`src/rtl/core/utf8_math_style_transcoder_defines.svh`:
```
// Assertion macros used by the transcoder top level
`ifndef UTF8_MATH_STYLE_TRANSCODER_DEFINES_SVH
`define UTF8_MATH_STYLE_TRANSCODER_DEFINES_SVH

// Same-cycle implication, checked outside reset
`define UMST_ASSERT_NOW(label, clk, rst, ante, cons, msg) \
  label: assert property (@(posedge clk) disable iff (rst) (ante) |-> (cons)) \
    else $error(msg);

// Next-cycle implication, checked outside reset
`define UMST_ASSERT_NEXT(label, clk, rst, ante, cons, msg) \
  label: assert property (@(posedge clk) disable iff (rst) (ante) |=> (cons)) \
    else $error(msg);

`endif

```
`src/rtl/core/umst_pkg.sv`:
```
// Types, constants and mapping/encoding functions for the UTF-8 math style transcoder
package umst_pkg;

  // Configuration port
  localparam int PADDR_W = 1;
  localparam int PDATA_W = 32;
  localparam logic [PADDR_W-1:0] ADDR_STYLE_MODE = 1'b0;

  // Style codes
  localparam logic [1:0] STYLE_NONE        = 2'd0;
  localparam logic [1:0] STYLE_BOLD        = 2'd1;
  localparam logic [1:0] STYLE_ITALIC      = 2'd2;
  localparam logic [1:0] STYLE_BOLD_ITALIC = 2'd3;

  // Code point targets
  localparam logic [20:0] CP_BOLD_UP     = 21'h1D400;
  localparam logic [20:0] CP_BOLD_LO     = 21'h1D41A;
  localparam logic [20:0] CP_BOLD_DIGIT  = 21'h1D7CE;
  localparam logic [20:0] CP_BI_UP       = 21'h1D468;
  localparam logic [20:0] CP_BI_LO       = 21'h1D482;
  localparam logic [20:0] CP_IT_UP       = 21'h1D434;
  localparam logic [20:0] CP_IT_LO       = 21'h1D44E;
  localparam logic [20:0] CP_IT_SMALL_H  = 21'h0210E;
  localparam logic [20:0] CP_ASCII_UP_A  = 21'h41;
  localparam logic [20:0] CP_ASCII_UP_Z  = 21'h5A;
  localparam logic [20:0] CP_ASCII_LO_A  = 21'h61;
  localparam logic [20:0] CP_ASCII_LO_Z  = 21'h7A;
  localparam logic [20:0] CP_ASCII_LO_H  = 21'h68;
  localparam logic [20:0] CP_ASCII_D0    = 21'h30;
  localparam logic [20:0] CP_ASCII_D9    = 21'h39;

  // Queue between front and back
  localparam int QDEPTH = 4;
  localparam int QPTR_W = $clog2(QDEPTH);
  localparam int QCNT_W = $clog2(QDEPTH + 1);

  typedef struct packed {
    logic [7:0] in_byte;
    logic       in_last;
  } in_t;

  typedef struct packed {
    logic [7:0] out_byte;
    logic       run_last;
    logic       text_end;
  } out_t;

  typedef struct packed {
    logic [20:0] cp;
    logic        raw;
    logic        last;
  } q_entry_t;

  typedef struct packed {
    logic     push;
    logic     idle;
    q_entry_t entry;
  } fe_stat_t;

  typedef struct packed {
    logic full;
    logic empty;
  } q_stat_t;

  typedef struct packed {
    logic [3:0][7:0] bytes;
    logic [1:0]      cnt;
  } enc_t;

  // Map a code point to its mathematical style
  function automatic logic [20:0] map_style(input logic [20:0] cp, input logic [1:0] mode);
    logic        up;
    logic        lo;
    logic        dig;
    logic [20:0] res;
    up  = (cp >= CP_ASCII_UP_A) && (cp <= CP_ASCII_UP_Z);
    lo  = (cp >= CP_ASCII_LO_A) && (cp <= CP_ASCII_LO_Z);
    dig = (cp >= CP_ASCII_D0) && (cp <= CP_ASCII_D9);
    res = cp;
    case (mode)
      STYLE_BOLD: begin
        if (up) res = CP_BOLD_UP + (cp - CP_ASCII_UP_A);
        else if (lo) res = CP_BOLD_LO + (cp - CP_ASCII_LO_A);
        else if (dig) res = CP_BOLD_DIGIT + (cp - CP_ASCII_D0);
      end
      STYLE_ITALIC: begin
        if (up) res = CP_IT_UP + (cp - CP_ASCII_UP_A);
        else if (lo && cp == CP_ASCII_LO_H) res = CP_IT_SMALL_H;
        else if (lo) res = CP_IT_LO + (cp - CP_ASCII_LO_A);
      end
      STYLE_BOLD_ITALIC: begin
        if (up) res = CP_BI_UP + (cp - CP_ASCII_UP_A);
        else if (lo) res = CP_BI_LO + (cp - CP_ASCII_LO_A);
        else if (dig) res = CP_BOLD_DIGIT + (cp - CP_ASCII_D0);
      end
      default: res = cp;
    endcase
    return res;
  endfunction

  // Shortest-form UTF-8 encoding; cnt holds the byte count minus one
  function automatic enc_t encode_cp(input logic [20:0] cp);
    enc_t e;
    e = '0;
    if (cp < 21'h80) begin
      e.bytes[0] = cp[7:0];
      e.cnt      = 2'd0;
    end else if (cp < 21'h800) begin
      e.bytes[0] = {3'b110, cp[10:6]};
      e.bytes[1] = {2'b10, cp[5:0]};
      e.cnt      = 2'd1;
    end else if (cp < 21'h10000) begin
      e.bytes[0] = {4'b1110, cp[15:12]};
      e.bytes[1] = {2'b10, cp[11:6]};
      e.bytes[2] = {2'b10, cp[5:0]};
      e.cnt      = 2'd2;
    end else begin
      e.bytes[0] = {5'b11110, cp[20:18]};
      e.bytes[1] = {2'b10, cp[17:12]};
      e.bytes[2] = {2'b10, cp[11:6]};
      e.bytes[3] = {2'b10, cp[5:0]};
      e.cnt      = 2'd3;
    end
    return e;
  endfunction

endpackage

```
`src/rtl/core/umst_front.sv`:
```
// Front end: accepts input bytes and decodes UTF-8 sequences into code points
module umst_front (
  input  logic            clk,
  input  logic            rst,
  input  logic            accept,
  input  umst_pkg::in_t   data,
  output umst_pkg::fe_stat_t stat
);
  import umst_pkg::*;

  logic [20:0] acc;
  logic [1:0]  rem;
  logic [20:0] acc_mid;
  logic [1:0]  rem_mid;
  logic [20:0] acc_next;
  logic [1:0]  rem_next;
  logic        done;
  logic        raw;
  logic [7:0]  b;

  assign b = data.in_byte;

  // Classify the byte and gather code point bits
  always_comb begin
    acc_mid = acc;
    rem_mid = rem;
    done    = 1'b0;
    raw     = 1'b0;
    if (rem == 2'd0) begin
      if (b[7] == 1'b0) begin
        acc_mid = {13'b0, b};
        done    = 1'b1;
      end else if (b[7:5] == 3'b110) begin
        acc_mid = {16'b0, b[4:0]};
        rem_mid = 2'd1;
      end else if (b[7:4] == 4'b1110) begin
        acc_mid = {17'b0, b[3:0]};
        rem_mid = 2'd2;
      end else if (b[7:3] == 5'b11110) begin
        acc_mid = {18'b0, b[2:0]};
        rem_mid = 2'd3;
      end else begin
        raw = 1'b1;
      end
    end else begin
      acc_mid = {acc[14:0], b[5:0]};
      rem_mid = rem - 2'd1;
      done    = (rem == 2'd1);
    end

    // Close an open sequence at the end of the text, padding with zeros
    acc_next = acc_mid;
    rem_next = rem_mid;
    if (data.in_last && rem_mid != 2'd0) begin
      case (rem_mid)
        2'd1:    acc_next = {acc_mid[14:0], 6'b0};
        2'd2:    acc_next = {acc_mid[8:0], 12'b0};
        2'd3:    acc_next = {acc_mid[2:0], 18'b0};
        default: acc_next = acc_mid;
      endcase
      rem_next = 2'd0;
      done     = 1'b1;
    end
  end

  // Advance decoder state on each transfer
  always_ff @(posedge clk) begin
    if (rst) begin
      acc <= '0;
      rem <= '0;
    end else if (accept) begin
      rem <= rem_next;
      acc <= done ? 21'd0 : acc_next;
    end
  end

  assign stat.push       = accept && (done || raw);
  assign stat.idle       = (rem == 2'd0);
  assign stat.entry.cp   = raw ? {13'b0, b} : acc_next;
  assign stat.entry.raw  = raw;
  assign stat.entry.last = data.in_last;

endmodule

```
`src/rtl/core/umst_queue.sv`:
```
// Short queue of decoded code points between front and back end
module umst_queue (
  input  logic                 clk,
  input  logic                 rst,
  input  logic                 push,
  input  umst_pkg::q_entry_t   wr_entry,
  input  logic                 pop,
  output umst_pkg::q_entry_t   head,
  output umst_pkg::q_stat_t    stat
);
  import umst_pkg::*;

  q_entry_t           mem [QDEPTH];
  logic [QPTR_W-1:0]  wr_ptr;
  logic [QPTR_W-1:0]  rd_ptr;
  logic [QCNT_W-1:0]  count;
  logic               do_push;
  logic               do_pop;

  assign stat.full  = (count == QCNT_W'(QDEPTH));
  assign stat.empty = (count == '0);
  assign do_push    = push && !stat.full;
  assign do_pop     = pop && !stat.empty;
  assign head       = mem[rd_ptr];

  // Store entries
  always_ff @(posedge clk) begin
    if (do_push) begin
      mem[wr_ptr] <= wr_entry;
    end
  end

  // Track pointers and fill level
  always_ff @(posedge clk) begin
    if (rst) begin
      wr_ptr <= '0;
      rd_ptr <= '0;
      count  <= '0;
    end else begin
      if (do_push) wr_ptr <= wr_ptr + QPTR_W'(1);
      if (do_pop)  rd_ptr <= rd_ptr + QPTR_W'(1);
      if (do_push && !do_pop) count <= count + QCNT_W'(1);
      else if (do_pop && !do_push) count <= count - QCNT_W'(1);
    end
  end

endmodule

```
`src/rtl/core/umst_back.sv`:
```
// Back end: maps code points to the selected style and emits UTF-8 bytes
module umst_back (
  input  logic               clk,
  input  logic               rst,
  input  logic [1:0]         style_mode,
  input  umst_pkg::q_entry_t head,
  input  umst_pkg::q_stat_t  qstat,
  output logic               pop,
  output logic               res_valid,
  input  logic               res_stall,
  output umst_pkg::out_t     res_data
);
  import umst_pkg::*;

  logic            cur_valid;
  logic [3:0][7:0] cur_bytes;
  logic [1:0]      cur_cnt;
  logic [1:0]      cur_idx;
  logic            cur_last;
  logic            adv;
  logic            emit;
  logic            cur_done;
  logic [20:0]     mapped;
  enc_t            enc;

  assign adv      = !res_valid || !res_stall;
  assign emit     = adv && cur_valid;
  assign cur_done = emit && (cur_idx == cur_cnt);
  assign pop      = (!cur_valid || cur_done) && !qstat.empty;

  // Map and encode the queue head; a copied byte bypasses both
  always_comb begin
    mapped = map_style(head.cp, style_mode);
    enc    = encode_cp(mapped);
    if (head.raw) begin
      enc          = '0;
      enc.bytes[0] = head.cp[7:0];
      enc.cnt      = 2'd0;
    end
  end

  // Hold the encoded sequence being sent
  always_ff @(posedge clk) begin
    if (rst) begin
      cur_valid <= 1'b0;
    end else if (pop) begin
      cur_valid <= 1'b1;
    end else if (cur_done) begin
      cur_valid <= 1'b0;
    end
  end

  always_ff @(posedge clk) begin
    if (pop) begin
      cur_bytes <= enc.bytes;
      cur_cnt   <= enc.cnt;
      cur_idx   <= 2'd0;
      cur_last  <= head.last;
    end else if (emit) begin
      cur_idx <= cur_idx + 2'd1;
    end
  end

  // Output register: advance when empty or taken
  always_ff @(posedge clk) begin
    if (rst) begin
      res_valid <= 1'b0;
    end else if (adv) begin
      res_valid <= cur_valid;
    end
  end

  always_ff @(posedge clk) begin
    if (emit) begin
      res_data.out_byte <= cur_bytes[cur_idx];
      res_data.run_last <= (cur_idx == cur_cnt);
      res_data.text_end <= (cur_idx == cur_cnt) && cur_last;
    end
  end

endmodule

```
`src/rtl/core/utf8_math_style_transcoder.sv`:
```
// Top level of the UTF-8 math style transcoder
// Takes UTF-8 text one byte per transfer and gives re-encoded UTF-8 bytes, with ASCII
// letters (and, in the bold modes, digits) turned into mathematical bold, italic or
// bold-italic forms as style_mode selects (register 0, byte address 0). The input
// side takes one byte per cycle while the four-entry code point queue has room; the
// output side sends one byte per cycle unless res_stall holds it, so each code point
// yields as many output bytes as its encoded length, one to four. A byte that starts
// or continues a sequence gives no output unless it finishes it or ends the text.
// Write style_mode only while no text is in flight.
module utf8_math_style_transcoder (
  input  logic                           clk,
  input  logic                           rst,
  input  logic                           byte_valid,
  output logic                           byte_stall,
  input  umst_pkg::in_t                  byte_data,
  output logic                           res_valid,
  input  logic                           res_stall,
  output umst_pkg::out_t                 res_data,
  input  logic                           psel,
  input  logic                           penable,
  input  logic                           pwrite,
  input  logic [umst_pkg::PADDR_W-1:0]   paddr,
  input  logic [umst_pkg::PDATA_W-1:0]   pwdata,
  output logic [umst_pkg::PDATA_W-1:0]   prdata,
  output logic                           pready
);
  import umst_pkg::*;

`include "utf8_math_style_transcoder_defines.svh"

  logic       style_mode;
  logic [1:0] style;
  logic       accept;
  logic       pop;
  fe_stat_t   fe_stat;
  q_stat_t    q_stat;
  q_entry_t   head;

  // Configuration register
  assign pready = 1'b1;

  always_ff @(posedge clk) begin
    if (rst) begin
      style <= STYLE_NONE;
    end else if (psel && penable && pwrite && paddr == ADDR_STYLE_MODE) begin
      style <= pwdata[1:0];
    end
  end

  assign prdata     = (paddr == ADDR_STYLE_MODE) ? {{(PDATA_W-2){1'b0}}, style} : '0;
  assign style_mode = (style != STYLE_NONE);

  // Input transfer while the queue has room
  assign byte_stall = q_stat.full;
  assign accept     = byte_valid && !byte_stall;

  umst_front u_front (
    .clk    (clk),
    .rst    (rst),
    .accept (accept),
    .data   (byte_data),
    .stat   (fe_stat)
  );

  umst_queue u_queue (
    .clk      (clk),
    .rst      (rst),
    .push     (fe_stat.push),
    .wr_entry (fe_stat.entry),
    .pop      (pop),
    .head     (head),
    .stat     (q_stat)
  );

  umst_back u_back (
    .clk        (clk),
    .rst        (rst),
    .style_mode (style),
    .head       (head),
    .qstat      (q_stat),
    .pop        (pop),
    .res_valid  (res_valid),
    .res_stall  (res_stall),
    .res_data   (res_data)
  );

  // The queue never takes an entry it has no room for
  `UMST_ASSERT_NOW(a_no_overflow, clk, rst, fe_stat.push, !q_stat.full, "queue overflow")
  // The last byte of the text leaves the decoder with no open sequence
  `UMST_ASSERT_NEXT(a_end_idle, clk, rst, accept && byte_data.in_last, fe_stat.idle,
    "sequence left open after end of text")
  // End of text only on the final byte of a run
  `UMST_ASSERT_NOW(a_end_run, clk, rst, res_valid && res_data.text_end, res_data.run_last,
    "text end without run end")
  // The style-active flag is clear when the style register holds STYLE_NONE
  `UMST_ASSERT_NOW(a_style_flag, clk, rst, style == STYLE_NONE, !style_mode,
    "style flag mismatch")

endmodule
```
`config.mk`:
```
export PLATFORM = sky130hd
export DESIGN_NAME = utf8_math_style_transcoder
export DESIGN_NICKNAME = d
export VERILOG_FILES = /design/src/rtl/core/umst_pkg.sv /design/src/rtl/core/umst_front.sv /design/src/rtl/core/umst_queue.sv /design/src/rtl/core/umst_back.sv /design/src/rtl/core/utf8_math_style_transcoder.sv
export VERILOG_INCLUDE_DIRS = /design/src /design/src/rtl/core
export SDC_FILE = /design/constraint.sdc
export NUM_CORES = 1
export LEC_CHECK = 0
export CAP_MARGIN = 20
export CORE_ASPECT_RATIO = 2
export CORE_MARGIN = 1
export CORE_UTILIZATION = 59
export DETAILED_ROUTE_END_ITERATION = 12
export DONT_BUFFER_PORTS = 1
export PLACE_DENSITY = 0.78
export SYNTH_ARGS = -nofsm -noshare
export SYNTH_HDL_FRONTEND = slang
export SYNTH_SLANG_ARGS = --single-unit
```
`constraint.sdc`:
```
create_clock -name clk -period 5.4 [get_ports clk]
set_input_delay 0.27 -clock clk [delete_from_list [all_inputs] [get_ports clk]]
set_output_delay 0.27 -clock clk [all_outputs]
set_load 0.005 [all_outputs]
```
==> flow_summary_export.csv <==
group,metric,value,unit
synth,synthAdderAreaFrac,0.0273,
power_and_ir_drop,ir_drop,348,µV
placement,place.detailed.hpwl,26.9,mm
synth,ys_dominant_reg_cell,"edfxtp_1",
cts,cts-root-buf,"clkbuf_16",
floorplan,die_w,97.7,µm
placement,dp_slack,0.0189,ns
worst_hold_path,hold_class,"in2reg",
floorplan,die_y,193,µm
floorplan,core,0.0179,mm²
drt,vias,9706,
layout,drive_above_1_share,0.210,
synth,syn_area_per_cell,9.79,µm²
layout,layout.nets,1267,
synth,synth_edf_count,133,
floorplan,rows,69,
sta,fmax,186,MHz
grt,grt_pass1_vias,9697,
synth,synth.area.top_cells,"edfxtp_1 (37%), dfxtp_1 (5.9%), mux4_2 (5.8%)",
setup_path,slowest_delay,0.59,ns
drt,top_layer_used,"met4",
cts,cts.clk_slew.worst_paths,0.07,ns
grt,grt_pass1_wl,54.8,mm
power_and_ir_drop,power.leakage,0.00455,µW
sta,drv_slew,0,
synth,netlist.area_leader.share,0.370,
setup_path,endpoint_kind,"flop",
flow_run,drv_cap,0,
grt,grt_max_degree,38,
grt,antenna_found_initial,0,
layout,n_fill_cell,1305,
synth,synth_simple_gate_area_frac,0.167,
drt,drc,4,
cts,clock_insertion_delay_worst_skew,0.45,ns
drt,firstDrtPassIters,10,
synth,synth.mux.area_fraction,0.0813,
floorplan,die-area,0.0189,mm²
synth,synth_compound_area_frac,0.201,
setup_path,cp.required,5.56,ns
run_status,outcome,"complete, but fails checks",
layout,layout_common_cells,"edfxtp_1 (133), buf_4 (132), nor2_1 (100)",
drt,ant_nets,0,
placement,io_buffers,0,
sta,finalClockSkew,0.0119,ns
run_status,violations,"DRC",
drt,initialDrtViolationCount,985,
sta,holdWs,0.0492,ns
synth,synth_top_cell_by_area,"edfxtp_1",
drt,totalWireLength,36.9,mm
placement,gp_congestion,1.04,
layout,layout_commonest_cell,"edfxtp_1",
setup_path,critical_path_class,"reg2reg",
sta,fin_crit_sh,0.994,
synth,synth_top_family_by_area,"compound AO/OA/AOI/OAI gates",
layout,fin_util,0.707,
sta,worst_pin_slew,1.13,ns
grt,track_usage,0.396,
cts,cts_num_sinks,165,
sta,slew_headroom,0.237,
sta,finalCriticalPeriod,5.37,ns
sta,setup_tns,0,ns
setup_path,cp_max_fo,4,
setup_path,cp_cell_sequence,"mux4_2 -> inv_2 -> ha_2 -> nand2_1 -> o22ai_4 -> a31oi_2 -> nor3_2 -> xor2_1 -> ha_1 -> o32a_1 -> or3_1 -> buf_4 -> and3_1 -> a211o_1 -> or4b_4 -> or2_1 -> nor3_2 -> a22oi_1",
floorplan,start_util,0.605,
drt,wire_per_inst,26.0,µm
setup_path,start_kind,"flop",
setup_path,cp_slowest_cell,"or4b_4",
drt,dr_wl_met3,2.68,mm
cts,numCtsBuffers,17,
synth,synthDistinctLibCells,88,
synth,synth-seq-cells,165,
cts,cts_tree,"done",
power_and_ir_drop,power.density,524,mW/mm²
sta,hold_viol_final,0,
grt,grt.overflow.total,0,
drt,met2WireLength,19.2,mm
setup_path,crit_family,"simple AND/OR/NAND/NOR gates",
setup_path,crit_top_cell,"nor3_2",
layout,antenna_cells,0,
synth,postSynth.asyncResetShare,0,
drt,drt-met1-wl,10.9,mm
setup_path,cp.arrival,5.53,ns
synth,synth_cells,1104,
floorplan,boundaryPins,94,
drt,via_per_inst,6.83,
synth,synth-xor-area-share,0.0300,
sta,setup_viol,0,
setup_path,critPathBufInv,2,
cts,htreeDepth,4,
synth,ys_seq_area_frac,0.429,
synth,ys_warn_count,0,
sta,worst_slack,0.0341,ns
synth,syn-cell-area,0.0108,mm²
cts,clock_path_buffers,2,
layout,syn_to_final_growth,16.9,%
## worst paths after layout
check / start / to / slack, ns / cells past startpoint
hold / removal: byte_data[0] / u_front.rem[1] / 0.05 / 3
hold reg to reg: u_front.acc[2] / u_front.acc[2] / 0.48 / 2
setup reg to reg: u_queue.mem[0][3] / u_back.cur_bytes[6] / 0.03 / 18
setup / recovery: u_queue.mem[0][3] / u_back.cur_bytes[6] / 0.03 / 18
## registers in the layout, indices dropped and copies added, names as in the netlist, named ones only
| signal | flops |
|---|---|
| style | 2 |
| u_back.res_data | 10 |
| u_queue.wr_ptr | 2 |
| u_back.cur_last | 1 |
| u_queue.count | 3 |
| u_front.acc | 15 |
| u_front.rem | 2 |
| u_back.cur_idx | 2 |
| u_queue.rd_ptr | 2 |
| u_back.cur_bytes | 28 |
| u_back.cur_cnt | 2 |
| u_back.cur_valid | 1 |
| u_back.res_valid | 1 |
| u_queue.mem | 92 |
## worst min-delay path, cell delays in order
cell,delay (ns)
nor3_1,0.03
a21oi_1,0.10
nor2_1,0.05
## power by group
part | total (µW) | leakage, µW | switching [µW] | internal, µW
sequential | 1840 | 0.00157 | 128 | 1720
combinational | 3520 | 0.00268 | 2130 | 1390
clock | 1260 | 0.000300 | 589 | 666
## final cells by class
cell class | instances | area [µm²] | area share
multi-input cells | 826 | 5730 | 0.454
flip-flops and latches | 165 | 4640 | 0.368
repair buffers | 147 | 1240 | 0.0980
clock buffers | 17 | 425 | 0.0337
well taps | 213 | 267 | 0.0211
clock inverters | 15 | 184 | 0.0146
inverters | 38 | 143 | 0.0113
## synthesized netlist by cell type, types with 5 or more instances
library cell  count
or2_2             7
and2_1           20
and3_1            8
dfxtp_1          32
a22oi_1          14
o21ai_0          58
nand2_1          79
nor3b_1           6
or3_1            13
o211ai_1         13
o2111ai_1         5
a31oi_1          20
o311ai_0          5
o31ai_1          14
buf_4            33
nand2b_1          9
nand3_1          28
a22o_1            5
edfxtp_1        133
a21oi_1          84
ha_1             22
o21ai_1           5
mux2_2            6
xor2_1           11
nor3_1           38
o21a_1           10
nor4_1           10
mux4_2           28
mux2i_1          18
a211oi_1         17
nand3b_1          6
inv_1            38
xnor2_1          26
buf_1             5
nor2b_1           9
nor2_1          101
buf_2            11
clkbuf_1         52
o22ai_1          13
## cell families (layout without fill, tap and decap cells)
logic type / after synthesis / after routing
simple gates: 358 / 358
other cells: 2 / 31
fa+ha+maj: 23 / 23
buf+inv: 142 / 217
compound gates: 325 / 325
xor+xnor: 37 / 37
mux: 52 / 52
flops: 165 / 165
## per-stage QoR
step                      total power (µW)  instances  area [µm²]
after global routing                  6890       1421       12600
final                                 6620       1421       12600
after CTS                             6400       1417       12500
after global placement                5070       1373       11700
after floorplan                       3910       1133       11000
after detailed placement              5130       1377       11800
## metal layers
metal | GRT usage | up-vias
met4 | 0.382 | 0
met2 | 0.710 | 550
met3 | 0.103 | 250
met1 | 0.345 | 4595
met5 | 0 | -
li1 | - | 4311
## what timing repair did
action / CTS / global route
endpoints found under the setup margin: 2 / 30
gates resized for setup: 1 / 17
hold buffers: 8 / 0
endpoints found under the hold margin: 34 / 0
setup buffers: 0 / 2
pin swaps: 0 / 1
No activity file was read; power rests on OpenSTA's default activity.
